`src/rtl/vcbh_pkg.sv`:
```
package vcbh_pkg;

    localparam int W = 16;
    localparam int STEPS = 16;
    localparam int CNT_W = $clog2(STEPS);
    localparam logic [CNT_W-1:0] CNT_LAST = CNT_W'(STEPS - 1);
    localparam logic [31:0] SQRT_BIT0 = 32'h4000_0000;

    localparam int CFG_IDX_W = 2;
    localparam logic [CFG_IDX_W-1:0] REG_LIMIT = 2'd0;
    localparam logic [CFG_IDX_W-1:0] REG_BRAKE = 2'd1;
    localparam logic [CFG_IDX_W-1:0] REG_STOP  = 2'd2;
    localparam logic [CFG_IDX_W-1:0] REG_HOLD  = 2'd3;

    localparam logic [W-1:0] LIMIT_RST = 16'd7040;
    localparam logic [W-1:0] BRAKE_RST = 16'd2400;
    localparam logic [W-1:0] STOP_RST  = 16'd640;
    localparam logic [W-1:0] HOLD_RST  = 16'd200;

    typedef struct packed {
        logic signed [W-1:0] speed_x;
        logic signed [W-1:0] speed_y;
        logic signed [W-1:0] speed_rot;
        logic                module_reset;
    } vcbh_in_t;

    typedef struct packed {
        logic signed [W-1:0] out_x;
        logic signed [W-1:0] out_y;
        logic signed [W-1:0] out_rot;
        logic                error;
    } vcbh_out_t;

    typedef struct packed {
        logic signed [W-1:0] x;
        logic signed [W-1:0] y;
        logic        [W-1:0] limit;
    } vcbh_job_t;

    typedef struct packed {
        logic        [W-1:0] mag;
        logic signed [W-1:0] x;
        logic signed [W-1:0] y;
    } vcbh_res_t;

endpackage

```
`src/rtl/velocity_clamp_brake_hold_top.sv`:
```
// Sequencing: a module-reset command bypasses the engine and goes straight to the output
// state; other commands run a 16-step square root and, when the magnitude exceeds the
// limit, two 16-step divides that scale x and y, all on the shared multiply/subtract unit.
// s_ready is high only in the idle state, so a new transaction is accepted only after
// the previous result has been loaded into the output register.
// Reset: synchronous active-low aresetn restores register defaults and clears
// last magnitude, hold count and output valid.
module velocity_clamp_brake_hold_top (
    input  logic                              aclk,
    input  logic                              aresetn,
    input  logic                              s_valid,
    output logic                              s_ready,
    input  vcbh_pkg::vcbh_in_t                s_data,
    output logic                              m_valid,
    input  logic                              m_ready,
    output vcbh_pkg::vcbh_out_t               m_data,
    input  logic                              cfg_valid,
    output logic                              cfg_ready,
    input  logic [vcbh_pkg::CFG_IDX_W-1:0]    cfg_index,
    input  logic [vcbh_pkg::W-1:0]            cfg_data
);

    localparam logic [1:0] T_IDLE = 2'd0;
    localparam logic [1:0] T_RUN  = 2'd1;
    localparam logic [1:0] T_OUT  = 2'd2;

    logic [1:0] state_reg, state_next;
    logic       m_valid_reg;

    logic [15:0] limit_reg, brake_reg, stop_reg, hold_ticks_reg;
    logic [15:0] last_mag_reg, hold_reg, hold_next, hold_eff;

    vcbh_pkg::vcbh_in_t  in_reg;
    vcbh_pkg::vcbh_out_t out_reg, out_next;
    vcbh_pkg::vcbh_job_t eng_job;
    vcbh_pkg::vcbh_res_t eng_res;

    logic accept, start, eng_done, out_free, load, brake;

    vcbh_engine u_engine (
        .aclk    (aclk),
        .aresetn (aresetn),
        .start   (start),
        .job     (eng_job),
        .done    (eng_done),
        .res     (eng_res)
    );

    always_comb begin
        s_ready   = (state_reg == T_IDLE);
        cfg_ready = 1'b1;
        accept    = s_valid && s_ready;
        start     = accept && !s_data.module_reset;
        out_free  = !m_valid_reg || m_ready;
        load      = (state_reg == T_OUT) && out_free;

        eng_job.x     = s_data.speed_x;
        eng_job.y     = s_data.speed_y;
        eng_job.limit = limit_reg;

        brake     = (last_mag_reg > brake_reg) && (eng_res.mag < stop_reg);
        hold_eff  = brake ? hold_ticks_reg : hold_reg;
        hold_next = (hold_eff != 16'd0) ? hold_eff - 16'd1 : hold_eff;

        if (in_reg.module_reset) begin
            out_next       = '0;
            out_next.error = 1'b1;
        end else begin
            out_next.out_x   = eng_res.x;
            out_next.out_y   = eng_res.y;
            out_next.out_rot = (hold_eff != 16'd0) ? 16'sd0 : in_reg.speed_rot;
            out_next.error   = 1'b0;
        end
    end

    always_comb begin
        state_next = state_reg;
        case (state_reg)
            T_IDLE: begin
                if (accept) state_next = s_data.module_reset ? T_OUT : T_RUN;
            end
            T_RUN:  if (eng_done) state_next = T_OUT;
            T_OUT:  if (out_free) state_next = T_IDLE;
            default: state_next = T_IDLE;
        endcase
    end

    always_ff @(posedge aclk) begin
        if (!aresetn) begin
            state_reg      <= T_IDLE;
            m_valid_reg    <= 1'b0;
            limit_reg      <= vcbh_pkg::LIMIT_RST;
            brake_reg      <= vcbh_pkg::BRAKE_RST;
            stop_reg       <= vcbh_pkg::STOP_RST;
            hold_ticks_reg <= vcbh_pkg::HOLD_RST;
            last_mag_reg   <= '0;
            hold_reg       <= '0;
        end else begin
            state_reg <= state_next;
            if (load) begin
                m_valid_reg <= 1'b1;
            end else if (m_ready) begin
                m_valid_reg <= 1'b0;
            end
            if (cfg_valid && cfg_ready) begin
                case (cfg_index)
                    vcbh_pkg::REG_LIMIT: limit_reg      <= cfg_data;
                    vcbh_pkg::REG_BRAKE: brake_reg      <= cfg_data;
                    vcbh_pkg::REG_STOP:  stop_reg       <= cfg_data;
                    vcbh_pkg::REG_HOLD:  hold_ticks_reg <= cfg_data;
                    default: ;
                endcase
            end
            if (load && !in_reg.module_reset) begin
                last_mag_reg <= eng_res.mag;
                hold_reg     <= hold_next;
            end
        end
    end

    always_ff @(posedge aclk) begin
        if (accept) begin
            in_reg <= s_data;
        end
        if (load) begin
            out_reg <= out_next;
        end
    end

    assign m_valid = m_valid_reg;
    assign m_data  = out_reg;

`ifndef NO_ASSERTIONS
    a_done_in_run: assert property (@(posedge aclk) disable iff (!aresetn)
        eng_done |-> state_reg == T_RUN)
        else $error("engine finished outside run state");

    a_valid_from_out: assert property (@(posedge aclk) disable iff (!aresetn)
        $rose(m_valid_reg) |-> $past(state_reg) == T_OUT)
        else $error("result raised without output state");

    a_modreset_bypass: assert property (@(posedge aclk) disable iff (!aresetn)
        (accept && s_data.module_reset) |=> state_reg == T_OUT)
        else $error("module-reset transaction did not bypass engine");
`endif

endmodule

```
`src/rtl/vcbh_unit.sv`:
```
module vcbh_unit (
    input  logic [vcbh_pkg::W-1:0]   mul_a,
    input  logic [vcbh_pkg::W-1:0]   mul_b,
    output logic [2*vcbh_pkg::W-1:0] prod,
    input  logic [2*vcbh_pkg::W:0]   sub_a,
    input  logic [2*vcbh_pkg::W:0]   sub_b,
    output logic [2*vcbh_pkg::W:0]   diff
);

    assign prod = mul_a * mul_b;
    assign diff = sub_a - sub_b;

endmodule

```
`src/rtl/vcbh_engine.sv`:
```
module vcbh_engine (
    input  logic                aclk,
    input  logic                aresetn,
    input  logic                start,
    input  vcbh_pkg::vcbh_job_t job,
    output logic                done,
    output vcbh_pkg::vcbh_res_t res
);

    localparam logic [3:0] E_IDLE = 4'd0;
    localparam logic [3:0] E_SQX  = 4'd1;
    localparam logic [3:0] E_SQY  = 4'd2;
    localparam logic [3:0] E_SQRT = 4'd3;
    localparam logic [3:0] E_CHK  = 4'd4;
    localparam logic [3:0] E_MULX = 4'd5;
    localparam logic [3:0] E_DIVX = 4'd6;
    localparam logic [3:0] E_MULY = 4'd7;
    localparam logic [3:0] E_DIVY = 4'd8;
    localparam logic [3:0] E_DONE = 4'd9;

    logic [3:0] state_reg, state_next;

    logic [15:0]                 ax_reg, ay_reg, lim_reg, mag_reg;
    logic                        negx_reg, negy_reg;
    logic [31:0]                 acc_reg, root_reg, bit_reg;
    logic [15:0]                 rem_reg, dq_reg, qx_reg, qy_reg;
    logic [vcbh_pkg::CNT_W-1:0]  cnt_reg;

    logic [15:0] mul_a, mul_b;
    logic [31:0] prod, trial;
    logic [32:0] sub_a, sub_b, diff;
    logic [16:0] div_t;
    logic        ge;
    logic [15:0] dq_step, rem_step;

    vcbh_unit u_unit (
        .mul_a (mul_a),
        .mul_b (mul_b),
        .prod  (prod),
        .sub_a (sub_a),
        .sub_b (sub_b),
        .diff  (diff)
    );

    always_comb begin
        trial = root_reg + bit_reg;
        div_t = {rem_reg, dq_reg[15]};
        mul_a = ax_reg;
        mul_b = ax_reg;
        sub_a = '0;
        sub_b = '0;
        case (state_reg)
            E_SQY: begin
                mul_a = ay_reg;
                mul_b = ay_reg;
            end
            E_SQRT: begin
                sub_a = {1'b0, acc_reg};
                sub_b = {1'b0, trial};
            end
            E_CHK: begin
                sub_a = {17'd0, lim_reg};
                sub_b = {17'd0, root_reg[15:0]};
            end
            E_MULX: begin
                mul_b = lim_reg;
            end
            E_MULY: begin
                mul_a = ay_reg;
                mul_b = lim_reg;
            end
            E_DIVX, E_DIVY: begin
                sub_a = {16'd0, div_t};
                sub_b = {17'd0, mag_reg};
            end
            default: ;
        endcase
        ge       = ~diff[32];
        dq_step  = {dq_reg[14:0], ge};
        rem_step = ge ? diff[15:0] : div_t[15:0];
    end

    always_comb begin
        state_next = state_reg;
        case (state_reg)
            E_IDLE: if (start) state_next = E_SQX;
            E_SQX:  state_next = E_SQY;
            E_SQY:  state_next = E_SQRT;
            E_SQRT: if (cnt_reg == vcbh_pkg::CNT_LAST) state_next = E_CHK;
            E_CHK:  state_next = diff[32] ? E_MULX : E_DONE;
            E_MULX: state_next = E_DIVX;
            E_DIVX: if (cnt_reg == vcbh_pkg::CNT_LAST) state_next = E_MULY;
            E_MULY: state_next = E_DIVY;
            E_DIVY: if (cnt_reg == vcbh_pkg::CNT_LAST) state_next = E_DONE;
            E_DONE: state_next = E_IDLE;
            default: state_next = E_IDLE;
        endcase
    end

    always_ff @(posedge aclk) begin
        if (!aresetn) begin
            state_reg <= E_IDLE;
        end else begin
            state_reg <= state_next;
        end
    end

    always_ff @(posedge aclk) begin
        case (state_reg)
            E_IDLE: begin
                if (start) begin
                    ax_reg   <= job.x[15] ? 16'(-job.x) : 16'(job.x);
                    ay_reg   <= job.y[15] ? 16'(-job.y) : 16'(job.y);
                    negx_reg <= job.x[15];
                    negy_reg <= job.y[15];
                    lim_reg  <= job.limit;
                end
            end
            E_SQX: begin
                acc_reg <= prod;
            end
            E_SQY: begin
                acc_reg  <= acc_reg + prod;
                root_reg <= '0;
                bit_reg  <= vcbh_pkg::SQRT_BIT0;
                cnt_reg  <= '0;
            end
            E_SQRT: begin
                if (ge) begin
                    acc_reg  <= diff[31:0];
                    root_reg <= (root_reg >> 1) + bit_reg;
                end else begin
                    root_reg <= root_reg >> 1;
                end
                bit_reg <= bit_reg >> 2;
                cnt_reg <= cnt_reg + 1'b1;
            end
            E_CHK: begin
                mag_reg <= root_reg[15:0];
                qx_reg  <= ax_reg;
                qy_reg  <= ay_reg;
            end
            E_MULX, E_MULY: begin
                rem_reg <= prod[31:16];
                dq_reg  <= prod[15:0];
                cnt_reg <= '0;
            end
            E_DIVX: begin
                rem_reg <= rem_step;
                dq_reg  <= dq_step;
                qx_reg  <= dq_step;
                cnt_reg <= cnt_reg + 1'b1;
            end
            E_DIVY: begin
                rem_reg <= rem_step;
                dq_reg  <= dq_step;
                qy_reg  <= dq_step;
                cnt_reg <= cnt_reg + 1'b1;
            end
            default: ;
        endcase
    end

    assign done    = (state_reg == E_DONE);
    assign res.mag = mag_reg;
    assign res.x   = negx_reg ? $signed(16'(-qx_reg)) : $signed(qx_reg);
    assign res.y   = negy_reg ? $signed(16'(-qy_reg)) : $signed(qy_reg);

endmodule

```
`config.mk`:
```
export PLATFORM = sky130hd
export DESIGN_NAME = velocity_clamp_brake_hold_top
export DESIGN_NICKNAME = d
export VERILOG_FILES = /design/src/rtl/vcbh_pkg.sv /design/src/rtl/velocity_clamp_brake_hold_top.sv /design/src/rtl/vcbh_unit.sv /design/src/rtl/vcbh_engine.sv
export SDC_FILE = /design/constraint.sdc
export NUM_CORES = 2
export LEC_CHECK = 0
export BUFFER_PORTS_ARGS = -buffer_cell sky130_fd_sc_hd__buf_2
export CAP_MARGIN = 40
export CORE_ASPECT_RATIO = 0.9
export CORE_MARGIN = 2
export CORE_UTILIZATION = 40
export CTS_CLUSTER_SIZE = 40
export DETAILED_ROUTE_END_ITERATION = 10
export PLACE_DENSITY_LB_ADDON = 0.2
export SLEW_MARGIN = 40
export SYNTH_ARGS = -nofsm -noshare
export SYNTH_HDL_FRONTEND = slang
export SYNTH_HIERARCHICAL = 1
export SYNTH_SLANG_ARGS = --single-unit
```
`constraint.sdc`:
```
create_clock -name aclk -period 12.2 [get_ports aclk]
set_input_delay 0.61 -clock aclk [delete_from_list [all_inputs] [get_ports aclk]]
set_output_delay 0.61 -clock aclk [all_outputs]
set_load 0.005 [all_outputs]
```
==> impl_metrics.toml <==
[outcome]
status = "completed"

[grt]
globalRouteOverflowTotal = 0
grt_pass1_wl_um = 145400
antenna_found_initial = 0
grt_max_degree = 70
grt_pass1_vias = 25400
grt_usage_pct = 21.62

[critical_path]
crit_path_max_fanout = 23
end_kind = "flop"
crit_top_cell = "fa_1"
worstSetupPathType = "flop to flop"
worst_path_max_delay_cell = "dfxtp_1"
max_stage_delay_ps = 730
critPathArrivalTime_ps = 10390
startpoint_type = "flop"
required_ps = 12520

[synthesis]
syn_area_mm2 = 0.03287
synthCells = 3664
avgSynthCellArea_um2 = 8.972
yosys_warnings = 6
postSynth.asyncResetShare_pct = 0
synth_cell_types = 107
ys_seq_area_share_pct = 31.85
synth-edff-count = 280
synth-seq-cells = 383
yosysTopAreaCellShare_pct = 25.58
yosysTopAreaCell = "edfxtp_1"
yosys_most_used_dff = "edfxtp_1"
synth_area_leaders = "edfxtp_1 26%, fa_1 12%, ha_1 9.1%, nand2_1 7.6%, dfxtp_1 6.3%"

[die]
top_level_ports = 124
die_width_um = 306.2
row_count = 99
die_y_um = 276.0
initial_core_util_pct = 40.46
die_area_mm2 = 0.08450
core-area_mm2 = 0.08126

[clock_network]
clk_latency_ps = 610
holdBufCountCts = 0
clock_sinks = 383
root_buffer = "clkbuf_16"
ctsLongestPathBuffers = 3
ctsResizeCount = 0
htree_levels = 2
cts_setup_buffers = 0
cts_tree = "built"
numCtsBuffers = 45
path_clk_slew_ps = 60

[final_layout]
largest_reg_flops = 49
num-nets-final = 4194
fin_cells = 4782
regArea_mm2 = 0.01047
final_cell_mix = "660 x nand2_1, 343 x inv_1, 280 x edfxtp_1"
drive_gt1_share_pct = 8.329
fillerInstances = 8029
antennaDiodeCount = 0
syn_to_final_growth_pct = 8.895
multi_input_area_mm2 = 0.02047
layout_commonest_cell = "nand2_1"

[sta]
slew-limit-headroom_pct = 44.43
max_freq_ghz = 0.09935
tightest_slew_ps = 827.6
period_share_pct = 82.50
setup_viol = 0
rsz0062_at_grt = "false"
finalHoldViolations = 0
finalWorstSetupSlack_ps = 2135
period_minus_slack_ps = 10070
skew_ps = 42.25
tns_ps = 0
drv_slew = 0

[detailed_routing]
routed_via_density = 5.494
wl_um = 91820
vias = 26270
wl_per_cell_um = 19.20
drt_iter0_markers = 2110
drt_first_pass_iters = 7
ant_nets = 0
drc = 0

[placed_design]
port_buffers = 122
place_inst = 4700
dp_slack_ps = 2292
routabilityCongestion = 0.8932
dp_hpwl_um = 69600

[hold_path]
hold_path.class = "input port to flop"

[flow_run]
maxCapViolCount = 0
cell usage after synthesis (all sizes together) (12+ instances only):
| master | number |
|---|---|
| nor2 | 142 |
| nand2 | 663 |
| o211ai | 20 |
| a222oi | 21 |
| a22oi | 51 |
| a21oi | 232 |
| and3 | 21 |
| inv | 346 |
| xor2 | 75 |
| o31ai | 22 |
| xnor2 | 123 |
| a211oi | 20 |
| or3 | 28 |
| a31oi | 39 |
| clkbuf | 142 |
| o21a | 17 |
| o21bai | 20 |
| nand3 | 51 |
| nor3 | 60 |
| or2 | 12 |
| fa | 196 |
| mux2 | 21 |
| ha | 239 |
| dfxtp | 103 |
| nand2b | 28 |
| buf | 29 |
| a21o | 37 |
| nand4 | 38 |
| nor2b | 43 |
| edfxtp | 280 |
| mux2i | 27 |
| o21ai | 179 |
| a21boi | 15 |
| and2 | 185 |
| or4 | 14 |
through the flow:
stage / area (um2) / hold slack [ps] / utilization, %
detailed placement: 34360 / 421.7 / 42.29
global placement: 34340 / 428.2 / 42.27
finish: 35800 / 173.8 / 44.05
floorplan: 32880 / 408.1 / -
CTS: 35800 / 139.2 / 44.05
global route: 35800 / 144.5 / 44.05
kinds of logic after synthesis:
family	after synthesis	share of synthesized area [%]
compound gates	751	14.97
xor+xnor	198	5.275
fa+ha+maj	435	21.03
buf+inv	518	6.124
flops	383	31.85
mux	48	1.541
other cells	2	0.02284
simple gates	1329	19.19
layer usage:
metal | part of all wire [%] | GRT usage (%)
met1 | 47 | 31.17
met4 | 2.0 | 4.747
met2 | 45 | 34.69
met3 | 6.1 | 2.923
met5 | 0 | 0
path summary, 6_finish.rpt:
check | startpoint | to | slack (ps) | depth (start not counted)
max | u_engine/state_reg[1] | u_engine/acc_reg[30] | 2130 | 33
min | s_data[5] | in_reg[5] | 170 | 1
max reg2reg | u_engine/state_reg[1] | u_engine/acc_reg[30] | 2130 | 33
min reg2reg | limit_reg[15] | u_engine/lim_reg[15] | 440 | 0
worst max-delay path, delay by kind of cell, from the launching register on:
kind | cells | cell delay, ps
fa+ha+maj | 8 | 3770
xor+xnor | 1 | 390
flops | 1 | 730
buf+inv | 5 | 580
simple gates | 7 | 2150
compound gates | 12 | 2170
layout make-up:
type,instances,share of cell area [%]
inverters,347,3.645
flip-flops and latches,383,29.25
repair buffers,146,2.209
clock buffers,55,3.306
multi-input cells,2764,57.19
well taps,1060,3.705
clock inverters,27,0.6990
Power is not shown: default switching activity piles up to over one toggle a cycle in this logic, so the estimate is an artifact.
